### src/hdl/edsw_pkg.sv
package edsw_pkg;

  // Session codes carried in the result.
  localparam logic [1:0] SessUnknown = 2'd0;
  localparam logic [1:0] SessClosed  = 2'd1;
  localparam logic [1:0] SessOpen    = 2'd2;

  // Configuration register indexes.
  localparam int unsigned CfgIdxW = 1;
  localparam logic [CfgIdxW-1:0] CfgOpenMinute  = 1'd0;
  localparam logic [CfgIdxW-1:0] CfgCloseMinute = 1'd1;

  localparam int unsigned MinW = 11;
  localparam logic [MinW-1:0] OpenReset  = 11'd570;
  localparam logic [MinW-1:0] CloseReset = 11'd960;
  localparam logic [MinW-1:0] MinPerDay  = 11'd1440;
  localparam logic [MinW-1:0] ShiftDst   = 11'd240;
  localparam logic [MinW-1:0] ShiftStd   = 11'd300;

  // Year arithmetic: the year plus one 400-year cycle fits in 13 bits.
  localparam int unsigned YearW  = 13;
  localparam logic [YearW-1:0] YearBias = 13'd400;
  // Reciprocal of 25 scaled by 2^20; exact for quotients of y/4 below 2^11.
  localparam int unsigned RecipShift = 20;
  localparam logic [15:0] Recip25    = 16'd41944;

  // Load enables for the two registered steps of the year key unit.
  typedef struct packed {
    logic ld1;
    logic ld2;
  } edsw_load_t;

  // Residue modulo 7 by folding octal digits (8 is 1 modulo 7).
  function automatic logic [2:0] mod7(input logic [13:0] v);
    logic [5:0] s1;
    logic [3:0] s2;
    s1 = {3'b0, v[2:0]} + {3'b0, v[5:3]} + {3'b0, v[8:6]} + {3'b0, v[11:9]}
         + {4'b0, v[13:12]};
    s2 = {1'b0, s1[5:3]} + {1'b0, s1[2:0]};
    if (s2 >= 4'd7) begin
      s2 = s2 - 4'd7;
    end
    return s2[2:0];
  endfunction

  // Month key of the weekday method; months out of range clamp to 1 or 12.
  function automatic logic [2:0] month_key(input logic [3:0] m);
    logic [2:0] k;
    case (m)
      4'd0, 4'd1: k = 3'd0;
      4'd2:       k = 3'd3;
      4'd3:       k = 3'd2;
      4'd4:       k = 3'd5;
      4'd5:       k = 3'd0;
      4'd6:       k = 3'd3;
      4'd7:       k = 3'd5;
      4'd8:       k = 3'd1;
      4'd9:       k = 3'd4;
      4'd10:      k = 3'd6;
      4'd11:      k = 3'd2;
      default:    k = 3'd4;
    endcase
    return k;
  endfunction

endpackage

### src/hdl/edsw_year_key.sv
module edsw_year_key
  import edsw_pkg::*;
(
  input  logic             clk_i,
  input  edsw_load_t       load_i,
  input  logic [YearW-1:0] year_i,
  output logic [2:0]       key_o
);

  logic [YearW-1:0] y_q;
  logic [10:0]      q_q;
  logic [26:0]      prod_q;
  logic [2:0]       key_q;
  logic [10:0]      q_d;
  logic [6:0]       cent;
  logic [13:0]      sum;

  // First step: y/4 and its product with the reciprocal of 25.
  assign q_d = year_i[YearW-1:2];

  always_ff @(posedge clk_i) begin
    if (load_i.ld1) begin
      y_q    <= year_i;
      q_q    <= q_d;
      prod_q <= {16'b0, q_d} * {11'b0, Recip25};
    end
  end

  // Second step: y + y/4 - y/100 + y/400, reduced modulo 7.
  assign cent = prod_q[RecipShift+6:RecipShift];
  assign sum  = {1'b0, y_q} + {3'b0, q_q} - {7'b0, cent} + {9'b0, cent[6:2]};

  always_ff @(posedge clk_i) begin
    if (load_i.ld2) begin
      key_q <= mod7(sum);
    end
  end

  assign key_o = key_q;

endmodule

### src/hdl/eastern_dst_session_window.sv
// US Eastern session window on a stream of UTC time samples.
// The slave stream carries one broken-down UTC date and time per transfer,
// with the clock-valid flag in tuser. The master stream returns one result
// per accepted sample: the session code (unknown, closed, open) and the
// Eastern daylight-time flag.
// The configuration channel writes the window bounds (open minute,
// inclusive, and close minute, exclusive) and is always ready; write it
// only while no sample is in flight.
// The datapath is a four-stage pipeline: two stages for the year keys of the
// weekday method (a reciprocal multiply, then the modulo-7 fold), one for the
// DST decision and the weekday, one for the local time shift and the window
// compare. One sample is accepted every cycle unless the stalled pipeline is full.
// Each stage has its own valid bit; when the receiver stalls, the stages
// behind the held result keep filling until every stage is full, and then
// tready drops. Nothing is lost or repeated.
// Reset empties the pipeline and restores the window to 570 and 960.
module eastern_dst_session_window
  import edsw_pkg::*;
(
  input  logic               clk_i,
  input  logic               rst_ni,
  // Configuration write channel.
  input  logic               cfg_valid_i,
  output logic               cfg_ready_o,
  input  logic [CfgIdxW-1:0] cfg_index_i,
  input  logic [MinW-1:0]    cfg_data_i,
  // Input samples.
  input  logic               s_axis_tvalid,
  output logic               s_axis_tready,
  // utc_year[11:0], utc_month[15:12], utc_day[20:16], utc_hour[25:21],
  // utc_minute[31:26]
  input  logic [31:0]        s_axis_tdata,
  // clock_valid[0]
  input  logic               s_axis_tuser,
  // Results.
  output logic               m_axis_tvalid,
  input  logic               m_axis_tready,
  // session[1:0], dst_active[2], zero[7:3]
  output logic [7:0]         m_axis_tdata
);

  logic [MinW-1:0] open_q, close_q;

  // Configuration registers.
  assign cfg_ready_o = 1'b1;

  always_ff @(posedge clk_i or negedge rst_ni) begin
    if (!rst_ni) begin
      open_q  <= OpenReset;
      close_q <= CloseReset;
    end else if (cfg_valid_i) begin
      unique case (cfg_index_i)
        CfgOpenMinute:  open_q  <= cfg_data_i;
        CfgCloseMinute: close_q <= cfg_data_i;
        default: ;
      endcase
    end
  end

  // Stage handshake: a stage loads when it is empty or its successor loads.
  logic v1_q, v2_q, v3_q, v4_q;
  logic rdy1, rdy2, rdy3, rdy4;

  assign rdy4 = !v4_q || m_axis_tready;
  assign rdy3 = !v3_q || rdy4;
  assign rdy2 = !v2_q || rdy3;
  assign rdy1 = !v1_q || rdy2;
  assign s_axis_tready = rdy1;

  always_ff @(posedge clk_i or negedge rst_ni) begin
    if (!rst_ni) begin
      v1_q <= 1'b0;
      v2_q <= 1'b0;
      v3_q <= 1'b0;
      v4_q <= 1'b0;
    end else begin
      if (rdy1) v1_q <= s_axis_tvalid;
      if (rdy2) v2_q <= v1_q;
      if (rdy3) v3_q <= v2_q;
      if (rdy4) v4_q <= v3_q;
    end
  end

  // Input field split and the front-end arithmetic.
  logic [11:0]      in_year;
  logic [3:0]       in_month;
  logic [4:0]       in_day, in_hour;
  logic [5:0]       in_minute;
  logic             early_month;
  logic [YearW-1:0] year_raw, year_adj;
  logic [MinW-1:0]  in_umin;
  logic [5:0]       in_dsum;

  assign in_year   = s_axis_tdata[11:0];
  assign in_month  = s_axis_tdata[15:12];
  assign in_day    = s_axis_tdata[20:16];
  assign in_hour   = s_axis_tdata[25:21];
  assign in_minute = s_axis_tdata[31:26];

  // January, February and the clamped month zero count in the prior year.
  assign early_month = (in_month < 4'd3);
  assign year_raw    = {1'b0, in_year} + YearBias;
  assign year_adj    = year_raw - {{(YearW-1){1'b0}}, early_month};
  assign in_umin     = {6'b0, in_hour} * 11'd60 + {5'b0, in_minute};
  assign in_dsum     = {3'b0, month_key(in_month)} + {1'b0, in_day};

  // Year keys: the year adjusted for January and February, and the unadjusted
  // year for March and November.
  edsw_load_t yk_load;
  logic [2:0] yk_raw, yk_adj;

  assign yk_load.ld1 = rdy1;
  assign yk_load.ld2 = rdy2;

  edsw_year_key u_key_raw (
    .clk_i  (clk_i),
    .load_i (yk_load),
    .year_i (year_raw),
    .key_o  (yk_raw)
  );

  edsw_year_key u_key_adj (
    .clk_i  (clk_i),
    .load_i (yk_load),
    .year_i (year_adj),
    .key_o  (yk_adj)
  );

  // Stage 1 and stage 2 side fields.
  logic            s1_ok_q, s2_ok_q;
  logic [3:0]      s1_mon_q, s2_mon_q;
  logic [4:0]      s1_day_q, s2_day_q, s1_hour_q, s2_hour_q;
  logic [MinW-1:0] s1_umin_q, s2_umin_q;
  logic [5:0]      s1_dsum_q, s2_dsum_q;

  always_ff @(posedge clk_i) begin
    if (rdy1) begin
      s1_ok_q   <= s_axis_tuser;
      s1_mon_q  <= in_month;
      s1_day_q  <= in_day;
      s1_hour_q <= in_hour;
      s1_umin_q <= in_umin;
      s1_dsum_q <= in_dsum;
    end
    if (rdy2) begin
      s2_ok_q   <= s1_ok_q;
      s2_mon_q  <= s1_mon_q;
      s2_day_q  <= s1_day_q;
      s2_hour_q <= s1_hour_q;
      s2_umin_q <= s1_umin_q;
      s2_dsum_q <= s1_dsum_q;
    end
  end

  // Stage 3: Sundays of March and November, DST state and UTC weekday.
  // March 1 and November 1 share a month key, so they share a weekday.
  logic [2:0]  first_wd;
  logic [4:0]  first_sun, start_day;
  logic [13:0] now_key, start_key, stop_key;
  logic        dst_d;
  logic [2:0]  wd_d;

  assign first_wd  = mod7({11'b0, yk_raw} + 14'd3);
  assign first_sun = (first_wd == 3'd0) ? 5'd1 : 5'd8 - {2'b0, first_wd};
  assign start_day = first_sun + 5'd7;
  assign now_key   = {s2_mon_q, s2_day_q, s2_hour_q};
  assign start_key = {4'd3, start_day, 5'd7};
  assign stop_key  = {4'd11, first_sun, 5'd6};
  assign dst_d     = (now_key >= start_key) && (now_key < stop_key);
  assign wd_d      = mod7({11'b0, yk_adj} + {8'b0, s2_dsum_q});

  logic            s3_ok_q, s3_dst_q;
  logic [2:0]      s3_wd_q;
  logic [MinW-1:0] s3_umin_q;

  always_ff @(posedge clk_i) begin
    if (rdy3) begin
      s3_ok_q   <= s2_ok_q;
      s3_dst_q  <= dst_d;
      s3_wd_q   <= wd_d;
      s3_umin_q <= s2_umin_q;
    end
  end

  // Stage 4: shift to local time, carry the weekday, compare to the window.
  logic [MinW-1:0] shift, local_min, late_min;
  logic [2:0]      local_wd;
  logic [1:0]      session_d;
  logic            dst_out_d;

  assign shift    = s3_dst_q ? ShiftDst : ShiftStd;
  assign late_min = s3_umin_q - shift;

  always_comb begin
    if (s3_umin_q < shift) begin
      local_min = s3_umin_q + MinPerDay - shift;
      local_wd  = (s3_wd_q == 3'd0) ? 3'd6 : s3_wd_q - 3'd1;
    end else if (late_min >= MinPerDay) begin
      local_min = late_min - MinPerDay;
      local_wd  = (s3_wd_q == 3'd6) ? 3'd0 : s3_wd_q + 3'd1;
    end else begin
      local_min = late_min;
      local_wd  = s3_wd_q;
    end
  end

  always_comb begin
    if (!s3_ok_q) begin
      session_d = SessUnknown;
      dst_out_d = 1'b0;
    end else begin
      dst_out_d = s3_dst_q;
      if (local_wd == 3'd0 || local_wd == 3'd6) begin
        session_d = SessClosed;
      end else if (local_min >= open_q && local_min < close_q) begin
        session_d = SessOpen;
      end else begin
        session_d = SessClosed;
      end
    end
  end

  logic [1:0] session_q;
  logic       dst_q;

  always_ff @(posedge clk_i) begin
    if (rdy4) begin
      session_q <= session_d;
      dst_q     <= dst_out_d;
    end
  end

  assign m_axis_tvalid = v4_q;
  assign m_axis_tdata  = {5'b0, dst_q, session_q};

`ifndef ASSERT_OFF
  // An unknown clock never reports daylight time.
  a_unknown_no_dst: assert property (@(posedge clk_i) disable iff (!rst_ni)
    (m_axis_tvalid && session_q == SessUnknown) |-> !dst_q)
    else $error("dst_active set with unknown clock");

  // The session code is always one of the three defined codes.
  a_session_code: assert property (@(posedge clk_i) disable iff (!rst_ni)
    m_axis_tvalid |-> (session_q == SessUnknown || session_q == SessClosed ||
                       session_q == SessOpen))
    else $error("undefined session code");

  // While the output is held, input is taken only if some stage is empty.
  a_stall_room: assert property (@(posedge clk_i) disable iff (!rst_ni)
    (s_axis_tready && m_axis_tvalid && !m_axis_tready) |-> !(v1_q && v2_q && v3_q))
    else $error("input accepted into a full stalled pipeline");

  // A result in the last compute stage reaches the output when it can move.
  a_advance: assert property (@(posedge clk_i) disable iff (!rst_ni)
    (v3_q && rdy4) |=> v4_q)
    else $error("pipeline lost an item at the output stage");
`endif

endmodule
### config.mk
export PLATFORM = sky130hd
export DESIGN_NAME = eastern_dst_session_window
export DESIGN_NICKNAME = d
export VERILOG_FILES = /design/src/hdl/edsw_pkg.sv /design/src/hdl/edsw_year_key.sv /design/src/hdl/eastern_dst_session_window.sv
export SDC_FILE = /design/constraint.sdc
export NUM_CORES = 1
export LEC_CHECK = 0
export BUFFER_PORTS_ARGS = -buffer_cell sky130_fd_sc_hd__buf_2
export CORE_ASPECT_RATIO = 2
export CORE_MARGIN = 2
export CORE_UTILIZATION = 58
export DETAILED_ROUTE_END_ITERATION = 6
export PLACE_DENSITY = 0.77
export SYNTH_ARGS = -nofsm -noshare
export SYNTH_HDL_FRONTEND = slang
export SYNTH_SLANG_ARGS = --single-unit
### constraint.sdc
create_clock -name clk_i -period 6.57 [get_ports clk_i]
set_clock_uncertainty 0.2 [all_clocks]
set_input_delay 0.3285 -clock clk_i [delete_from_list [all_inputs] [get_ports clk_i]]
set_output_delay 0.3285 -clock clk_i [all_outputs]
set_load 0.01 [all_outputs]
======== Yosys cells after proc, flatten, opt, wreduce, memory -nomap -nowiden ========
Memories as Yosys holds them, arrays and structs flattened.
Index checks and enable logic that the tools add are counted.
W data, S select, Z words.
storage, ports and cells
  register bits after elaboration ......... 211
  memories kept ........................... 1
  ROM bits ................................ 48
  bits in writable memories ............... 0
  input bits .............................. 50
  latch bits .............................. 0
operators by class
  multiplexer cells ....................... 14
  bitwise logic cells ..................... 2
  reductions and logical operators ........ 17
  equality and inequality tests ........... 2
  $lt $le $gt $ge ......................... 11
  shifts and indexed selects .............. 0
  add/subtract/negate cells ............... 44
  $mul .................................... 3
  divide/modulo/power cells ............... 0
memory list
  name              words  bits a word  read ports  clocked after memory_dff  write ports  line            RTL
  (name not given)  16     3            1           0                         0            edsw_pkg.sv:49  case (m)
operators with widths
  operator                  count
  $mul A11 B13 Y24 const B  2
  $add A13 B11 Y14          2
  $add A14 B5 Y14           2
  $add A3 B3 Y4             7
  $sub A14 B7 Y14           2
  $add A6 B3 Y6             4
  $mux W3                   8
  $mux W11                  2
  $sub A11 B9 Y11           2
  $ge A4 B3 Y1 const B      4
  $ge A14 B12 Y1            1
  $lt A14 B14 Y1            1
  $add A12 B9 Y13 const B   1
  $sub A13 B1 Y13           1
  $add A5 B1 Y6 const B     2
  $add A6 B1 Y6 const B     2
  $add A6 B2 Y6             2
  $sub A3 B3 Y3 const B     4
  $add A11 B11 Y11 const B  1
  $add A11 B6 Y11           1
  $ge A11 B11 Y1            1
  $ge A11 B11 Y1 const B    1
  $lt A11 B11 Y1            1
  $lt A11 B9 Y1             1
  other kinds (25)          38

======== Logic depth before layout (Yosys ltp) ========
Gate-level depths: netlist of run 1.
  depth after elaboration ................. 13
  gate-level depth with buffers ........... 27
  depth with buffers taken out ............ 27

======== By module ========
Synthesis of run 1 repeated with hierarchy kept, for this count alone.
second synthesis, totals
  cell total of the unflattened synthesis .. 1603
  area, all modules ....................... 16884.9 sq um
modules (own cells, without submodules)
  module                      area an instance (sq um)  sequential area each (sq um)  cells an instance  instances
  eastern_dst_session_window  7539.7                    3154.3                        678                1
  edsw_year_key at u_key_raw  4857.2                    690.7                         490                1
  edsw_year_key at u_key_adj  4488.1                    690.7                         435                1

======== Worst setup path before layout of run 1 ========
Ideal clock, no wire load.
  path kind ............................... input to register
  from .................................... in s_axis_tdata[4]
  to ...................................... reg u_key_adj.prod_q[26] (data pin)
  arrival ................................. 6427 ps
  slack ................................... -314 ps
  required time ........................... 6112 ps
  cell stages on the path ................. 25
  library setup time ...................... 258 ps
  buffers on the path ..................... 0
  cell sequence ........................... ha_1 > xor2_1 > inv_1 > ha_1 > a2111oi_2 > nand3_1 > xnor2_1 > inv_1 > ha_1 > inv_1 > ha_1 > fa_1 > inv_1 > fa_1 > inv_1 > fa_1 > ha_1 > ha_1 > a211oi_1 > nand2b_1 > a211oi_1 > a21oi_1 > a211oi_1 > o21bai_1 > xnor2_1
between the ends
  word-level cells in the longest chain between the ends .. 3
ends and longest elaborated chain
  element                   line                               RTL
  from (decl)               eastern_dst_session_window.sv:32   input logic [31:0] s_axis_tdata,
  $add A12 B9 Y13           eastern_dst_session_window.sv:102  assign year_raw = {1'b0, in_year} + YearBias;
  net u_key_raw.year_i[6]   edsw_year_key.sv:6                 input logic [YearW-1:0] year_i,
  $sub A13 B1 Y13           eastern_dst_session_window.sv:103  assign year_adj = year_raw - {{(YearW-1){1'b0}}, early_month};
  net u_key_adj.year_i[11]  edsw_year_key.sv:6
  $mul A11 B13 Y24          edsw_year_key.sv:25                prod_q <= {16'b0, q_d} * {11'b0, Recip25};
  to (signal assigned)      edsw_year_key.sv:25
  to (decl)                 edsw_year_key.sv:12                logic [26:0] prod_q;
The timed path passes the listed nets, and every way through them passes these cells.
A chain may end at the register's enable or synchronous reset.

======== Final worst setup path of run 1 ========
  from .................................... reg u_key_adj.q_q[2]
  to ...................................... reg u_key_adj.key_q[1], in the netlist u_key_adj.key_o[1] (data pin)
between the ends
  word-level cells in the longest chain between the ends .. 10
ends and longest elaborated chain
  element                                        line                            RTL
  from (decl)                                    edsw_year_key.sv:11             logic [10:0] q_q;
  from (signal assigned)                         edsw_year_key.sv:24             q_q <= q_d;
  $add A13 B11 Y14 (*)                           edsw_year_key.sv:31             assign sum = {1'b0, y_q} + {3'b0, q_q} - {7'b0, cent} + {9'b0, cent[6:2]};
  $sub A14 B7 Y14 (*)                            edsw_year_key.sv:31
  $add A14 B5 Y14 (*)                            edsw_year_key.sv:31
  $add A3 B3 Y4                                  edsw_pkg.sv:37                  s1 = {3'b0, v[2:0]} + {3'b0, v[5:3]} + {3'b0, v[8:6]} + {3'b0, v[11:9]}
  $add A6 B3 Y6 (2 in a row)                     edsw_pkg.sv:37
  $add A6 B2 Y6 (*)                              edsw_pkg.sv:38                  + {4'b0, v[13:12]};
  $add A3 B3 Y4 (*)                              edsw_pkg.sv:39                  s2 = {1'b0, s1[5:3]} + {1'b0, s1[2:0]};
  $ge A4 B3 Y1 or $sub A3 B3 Y3 (tied branches)  edsw_pkg.sv:40, edsw_pkg.sv:41
  $mux W3 (*)                                    edsw_pkg.sv:40                  if (s2 >= 4'd7) begin
  to (signal assigned)                           edsw_year_key.sv:35             key_q <= mod7(sum);
  to (decl)                                      edsw_year_key.sv:13             logic [2:0] key_q;
Every way passes the cells marked *; elsewhere a longest branch is shown, timed or not.

==> metrics.txt, run 1 <==
status finished with violations; violated checks DRC, setup timing; GRT overflow 0; #FFs+latches synth roughly 160; main combinational cell family by area after synthesis adder cells; fmax roughly 0.15 GHz; Global Route Usage Sum between 20% and 30%; multiplexer area fraction after synthesis between 1 and 1.5%; Buf/Inv on CP 5; number of port buffers between 50 and 60; num rows slightly below 90; vias per inst between 5 and 6; WS Path Type reg -> reg; Fin Setup TNS -0.0207 ns; ys flop type edfxtp_1; initial antenna violation count 0; routed vias between 10k and 15k; CTS Buffer Depth 2; Final Setup Violations 1; area occupied by multi-input gates around 11000 sq um; GPL Wtd Cong 0.949; Skew-Pair Late Insertion Delay around 0.44 ns; Hold Path Class in -> reg; Slew Limit Fails 0; placed cell count between 2k and 2.5k; CTS tree built; clk sinks ~160; critical path's most frequent cell fa_1; largest net degree at the start of global routing between 70 and 80; clk root buf clkbuf_16; GRT met3 Usage under 10%; Synth Area in Compound Gates under 10%; WL final approximately 35 mm; crit path to u_key_adj.key_o[1]$_DFFE_PP_; Max-cap violations 0; Tcrit/Tclk final 100%; Slew HR about 33%; cell family with most CP delay adder cells; Core ar. 28200 sq um; Final HPWL DP slightly below 30 mm; most common cell after layout, fill and taps aside inv_1; worst path arrival time roughly 6.6 ns; vias in the first global route approximately 13k; M1 GR Usage between 20% and 30%; Synth Area in Adders 40.7%; grt peak-use layer met2; fin area ~19000 sq um; min cycle time layout 6.59 ns; Clk pin slew, worst setup/hold paths 0.06 ns; Ports 61; die footprint 30100 sq um; critical path's slowest cell fa_1; worst r2r dst u_key_adj.key_o[1]$_DFFE_PP_; Num CTS Buffers 17; Final Hold Viols 0; Initial Util 59.0%; layout cells sized above 1 about 16%; first-pass GRT wire length 58.1 mm; Netlist cell types approximately 80; NumNets Final 2272; commonest cells after routing, fill and taps aside inv_1, ha_1, edfxtp_1; Worst setup SP type register; syn_area_per_cell approximately 11 sq um; Synth Area in XOR/XNOR approximately 6%; WL per Instance around 17 um; Post-Synthesis Cell Area between 15000 and 20000 sq um; reg-to-reg slack, setup -0.02 ns; worst-case reg-to-reg path depth 21; R2R Path Start u_key_adj.q_q[2]$_DFFE_PP_; ant diodes 0; Syn Inst Count about 1.6k; Antenna Nets Post-Route 0; Crit. End Element register; Die Width around 120 um; RSZ-0062 raised after global routing yes; Yosys warnings 0; CP peak stage delay about 0.55 ns; CP Cell Sequence fa_1, inv_1, fa_1, inv_2, buf_4, fa_2, xor2_2, ha_2, inv_2, fa_1, fa_1, fa_1, inv_1, ha_2, fa_2, xor2_2, ha_2, fa_2, ha_4, a21oi_4, mux2_4; crit path from u_key_adj.q_q[2]$_DFFE_PP_; CP Depth 21; DRC Markers 1; CP max FO 2; Sequential cell area around 4500 sq um; layout overhead on the synthesized area 15.6%; Die H roughly 240 um; met2 GRT Util 50.1%; dpl cell area about 18000 sq um; Worst Path Required about 6.6 ns; Synth Area in Simple Gates roughly 7.2%; worst slew pin tran between 1 and 1.5 ns; ys async rst share 16.8%; Non-Filler Instances between 2k and 2.5k; worst setup slack after layout -0.0207 ns; H-tree depth 4; post-synthesis sequential area ratio a little over a quarter; fillers 2075; DR iter-0 viols around 330; DRT Pass-1 Iters 7; hold depth 1; Post-synth EDFFs 129
kinds of logic (layout without fill, tap and decap cells):
logic type / Yosys count / in the layout
and+or+nand+nor: 233 / 233
xor gates and xnor gates: 111 / 111
muxes: 20 / 20
adders and majority gates: 463 / 463
DFF: 155 / 155
AOI/OAI and AO/OA: 224 / 224
buffers and inverters: 364 / 560
other: 2 / 6
cell usage after synthesis (11+ instances only):
master / number / area (sq um)
nor3_1: 22 / 110
nand2b_1: 13 / 81.3
fa_1: 130 / 2600
o21ai_0: 38 / 190
nand4_1: 11 / 68.8
nor2_1: 53 / 199
xnor2_1: 66 / 578
a21o_1: 31 / 233
inv_1: 347 / 1300
xor2_1: 45 / 394
nand3_1: 18 / 90.1
nand2_1: 54 / 203
ha_1: 333 / 4170
nor2b_1: 19 / 119
edfxtp_1: 129 / 3870
mux2_2: 16 / 180
a21oi_1: 67 / 335
a211oi_1: 11 / 82.6
dfrtp_1: 17 / 425
per-stage QoR:
stage | hold slack [ns] | utilization, % | setup slack [ns]
5_1_grt | 0.0148 | 68.2 | -0.208
3_3_place_gp | 0.146 | 63.7 | -0.163
3_5_place_dp | 0.172 | 63.7 | -0.417
4_1_cts | 0.00255 | 67.5 | -0.0625
2_1_floorplan | -0.167 | - | 0.0111
6_report | 0.00466 | 68.2 | -0.0207
routing by layer:
metal	share of wire [%]	wire length, um
met1	32	11200
met2	59	20700
met3	2.6	923
met4	7.1	2520
met5	0	0
registers in the layout, summed over array words and instances (netlist names), 7 cells and up:
register,flops
open_q,11
u_key_raw.q_q,11
close_q,11
u_key_adj.q_q,11
u_key_raw.prod_q,7
s3_umin_q,11
s1_umin_q,11
s2_umin_q,11
u_key_adj.prod_q,7
layout make-up:
cell class / instances / area share, %
well taps: 356 / 2.32
clock buffers: 24 / 2.68
multi-input cells: 1057 / 57.5
inverters: 348 / 6.80
flip-flops and latches: 155 / 23.6
clock inverters: 8 / 0.410
repair buffers: 180 / 6.70
how the worst min path moves through the flow:
stage                           startpoint                     end  slack, ns
after global placement              rst_ni   open_q[7]$_DFFE_PN0P_       0.15
final                     s_axis_tdata[21]  s1_hour_q[0]$_DFFE_PP_      0.005
after floorplan                     rst_ni  close_q[0]$_DFFE_PN0P_      -0.17
after global routing      s_axis_tdata[21]  s1_hour_q[0]$_DFFE_PP_       0.01
after CTS                 s_axis_tdata[21]  s1_hour_q[0]$_DFFE_PP_      0.003
after detailed placement            rst_ni   open_q[7]$_DFFE_PN0P_       0.17
timing repair:
item | CTS | global route
hold buffers | 27 | 0
pin swaps | 27 | 35
setup buffers | 12 | 5
cloned | 0 | 0
hold endpoints to repair | 54 | 0
gates resized for setup | 32 | 34
setup endpoints to repair | 5 | 11
Power of run 1 is not shown: default switching activity piles up to over one toggle a cycle in this logic, so the estimate is an artifact.
==> run 2: changes to the inputs <==
Settings changed: CORE_UTILIZATION 58 to 60.
Clock period 6.57 ns to 8.5 ns, I/O delays scaled along.
==> run 2 against run 1 <==
Net effect: the run now ends clean; first-iteration DRC count rose by 45%; register-to-register slack improved by 1.3 ns; count of clock-buffer cells in the layout fell by 6; critical path depth rose by 7; cell area fell by 5.7%; sequential share of layout area rose by 1.4 points; worst setup slack improved by 0.73 ns; non-clock buffer count fell by 101; final cell count fell by 4.9%; wire length fell by 1.4%; utilization fell by 2.1 points; via count fell by 3.3%.
==> metrics.txt, run 2 (same netlist as run 1, synthesis figures left out) <==
Die H 239 um (was 243 um); worst slew pin tran 1.04 ns (was 1.01 ns); R2R Path Start u_key_raw.q_q[2]$_DFFE_PP_ (was u_key_adj.q_q[2]$_DFFE_PP_); GPL Wtd Cong 0.937 (was 0.949); Antenna Nets Post-Route 0 (unchanged); CP max FO 4 (was 2); Final Hold Viols 0 (unchanged); status finished clean (was finished with violations); Worst Path Required 8.49 ns (was 6.55 ns); number of port buffers 54 (unchanged); Slew HR 30.8% (was 32.7%); Crit. End Element register (unchanged); Initial Util 60.6% (was 59.0%); fin area 18100 sq um (was 19200 sq um); CP peak stage delay 0.54 ns (was 0.55 ns); Final Setup Violations 0 (was 1); routed vias 11.4k (was 11.8k); Max-cap violations 0 (unchanged); fmax roughly 0.13 GHz; DRC Markers 0 (was 1); dpl cell area 17300 sq um (was 18000 sq um); critical path's slowest cell dlygate4sd3_1 (was fa_1); worst r2r dst u_key_raw.key_o[1]$_DFFE_PP_ (was u_key_adj.key_o[1]$_DFFE_PP_); initial antenna violation count 2 (was 0); Final HPWL DP 29.1 mm (was 29.2 mm); vias per inst 5.62 (was 5.52); clk sinks 155 (unchanged); critical path's most frequent cell ha_1 (was fa_1); Worst setup SP type primary input (was register); NumNets Final 2171 (was 2272); Skew-Pair Late Insertion Delay 0.44 ns (about the same); first-pass GRT wire length 58.0 mm (was 58.1 mm); reg-to-reg slack, setup 1.29 ns (was -0.02 ns); die footprint 29100 sq um (was 30100 sq um); hold depth 3 (was 1); Clk pin slew, worst setup/hold paths 0.06 ns (about the same); commonest cells after routing, fill and taps aside inv_1, ha_1, fa_1 (was inv_1, ha_1, edfxtp_1); Buf/Inv on CP 6 (was 5); num rows 86 (was 87); Finished Core Util 66.1% (was 68.2%); RSZ-0062 raised after global routing no (was yes); hold-critical path endpoint open_q[7]$_DFFE_PN0P_ (was s1_hour_q[0]$_DFFE_PP_); post-CTS sizing 0 (was 32); GRT overflow 0 (unchanged); WS Path Type in -> reg (was reg -> reg); Die Width 122 um (was 124 um); Num CTS Buffers 17 (unchanged); worst-case reg-to-reg path depth 23 (was 21); HP Start cfg_data_i[7] (was s_axis_tdata[21]); Tcrit/Tclk final between 90% and 100%; vias in the first global route 12.6k (was 13.0k); CTS Buffer Depth 2 (unchanged); Slew Limit Fails 0 (unchanged); CTS tree built (unchanged); min cycle time layout about 8 ns; worst path arrival time 7.78 ns (was 6.57 ns); DR iter-0 viols 476 (was 328); layout cells sized above 1 8.26% (was 16.3%); most common cell after layout, fill and taps aside inv_1 (unchanged); Hold Path Class in -> reg (unchanged); layout overhead on the synthesized area 9.01% (was 15.6%); worst setup slack after layout 0.709 ns (was -0.0207 ns); WL per Instance 17.2 um (was 16.6 um); DRT Pass-1 Iters 4 (was 7); clk root buf clkbuf_16 (unchanged); Fin Setup TNS 0 ns (was -0.0207 ns); cell family with most CP delay adder cells (unchanged); Ports 61 (unchanged); H-tree depth 4 (unchanged); WL final 34.8 mm (was 35.3 mm); fillers 2142 (was 2075); pre-CTS setup slack 0.847 ns (was -0.417 ns); Global Route Usage Sum 25.8% (was 25.0%); largest net degree at the start of global routing 43 (was 75); Core ar. 27400 sq um (was 28200 sq um)
==> run 2: worst max-delay path by stage <==
stage,cells after the start,to,startpoint
finish,28,u_key_adj.prod_q[26]$_DFFE_PP_,s_axis_tdata[12]
floorplan,25,u_key_adj.prod_q[26]$_DFFE_PP_,s_axis_tdata[4]
detailed placement,27,u_key_adj.prod_q[26]$_DFFE_PP_,s_axis_tdata[12]
global placement,27,u_key_adj.prod_q[26]$_DFFE_PP_,s_axis_tdata[12]
CTS,28,u_key_adj.prod_q[26]$_DFFE_PP_,s_axis_tdata[12]
global route,28,u_key_adj.prod_q[26]$_DFFE_PP_,s_axis_tdata[12]
==> run 2: per-layer routing <==
layer	GRT usage, %	share of wire, %	routed length [um]	vias to the layer above
met1	22.3	32	11000	5571
met3	4.07	2.7	925	134
met4	17.7	7.3	2550	2
li1	-	-	-	5434
met2	51.5	58	20300	225
met5	0	0.046	16	-
==> run 2: cell type report <==
cell class / count / area, sq um / area share [%]
Clock inverter: 14 / 193 / 1.06
Tap cell: 352 / 440 / 2.43
Sequential cell: 155 / 4540 / 25.0
Inverter: 348 / 1310 / 7.21
Timing Repair Buffer: 79 / 503 / 2.77
Multi-Input combinational cell: 1057 / 10700 / 59.1
Antenna cell: 1 / 2.50 / 0.0138
Clock buffer: 18 / 429 / 2.37
==> run 2: what timing repair did <==
item | in CTS | in global routing
endpoints found under the hold margin | 34 | 0
endpoints found under the setup margin | 0 | 0
setup buffers | 0 | 0
hold buffers | 18 | 0
==> run 2: worst reg2reg max path: stages (launching register included) <==
cell and delay (ns):
edfxtp_1 0.47, fa_1 0.52, inv_1 0.06, fa_1 0.50, inv_1 0.07, ha_1 0.29
a21o_1 0.16, a21oi_1 0.21, nor2b_1 0.09, o41ai_1 0.43, o21ai_0 0.21, nor2_1 0.14
xor2_1 0.23, fa_1 0.48, fa_1 0.56, inv_1 0.05, ha_1 0.22, fa_1 0.40
xor2_1 0.19, ha_1 0.22, fa_1 0.45, ha_1 0.24, a21oi_1 0.22, mux2_2 0.37
==> run 2: per-stage QoR <==
step	cells	hold WS [ns]
after global routing	2024	0.0204
after detailed placement	1973	0.205
after global placement	1973	0.202
final	2024	0.0233
after floorplan	1576	-0.0706
after CTS	2023	0.00270
Power of run 2 is left out for the same reason.
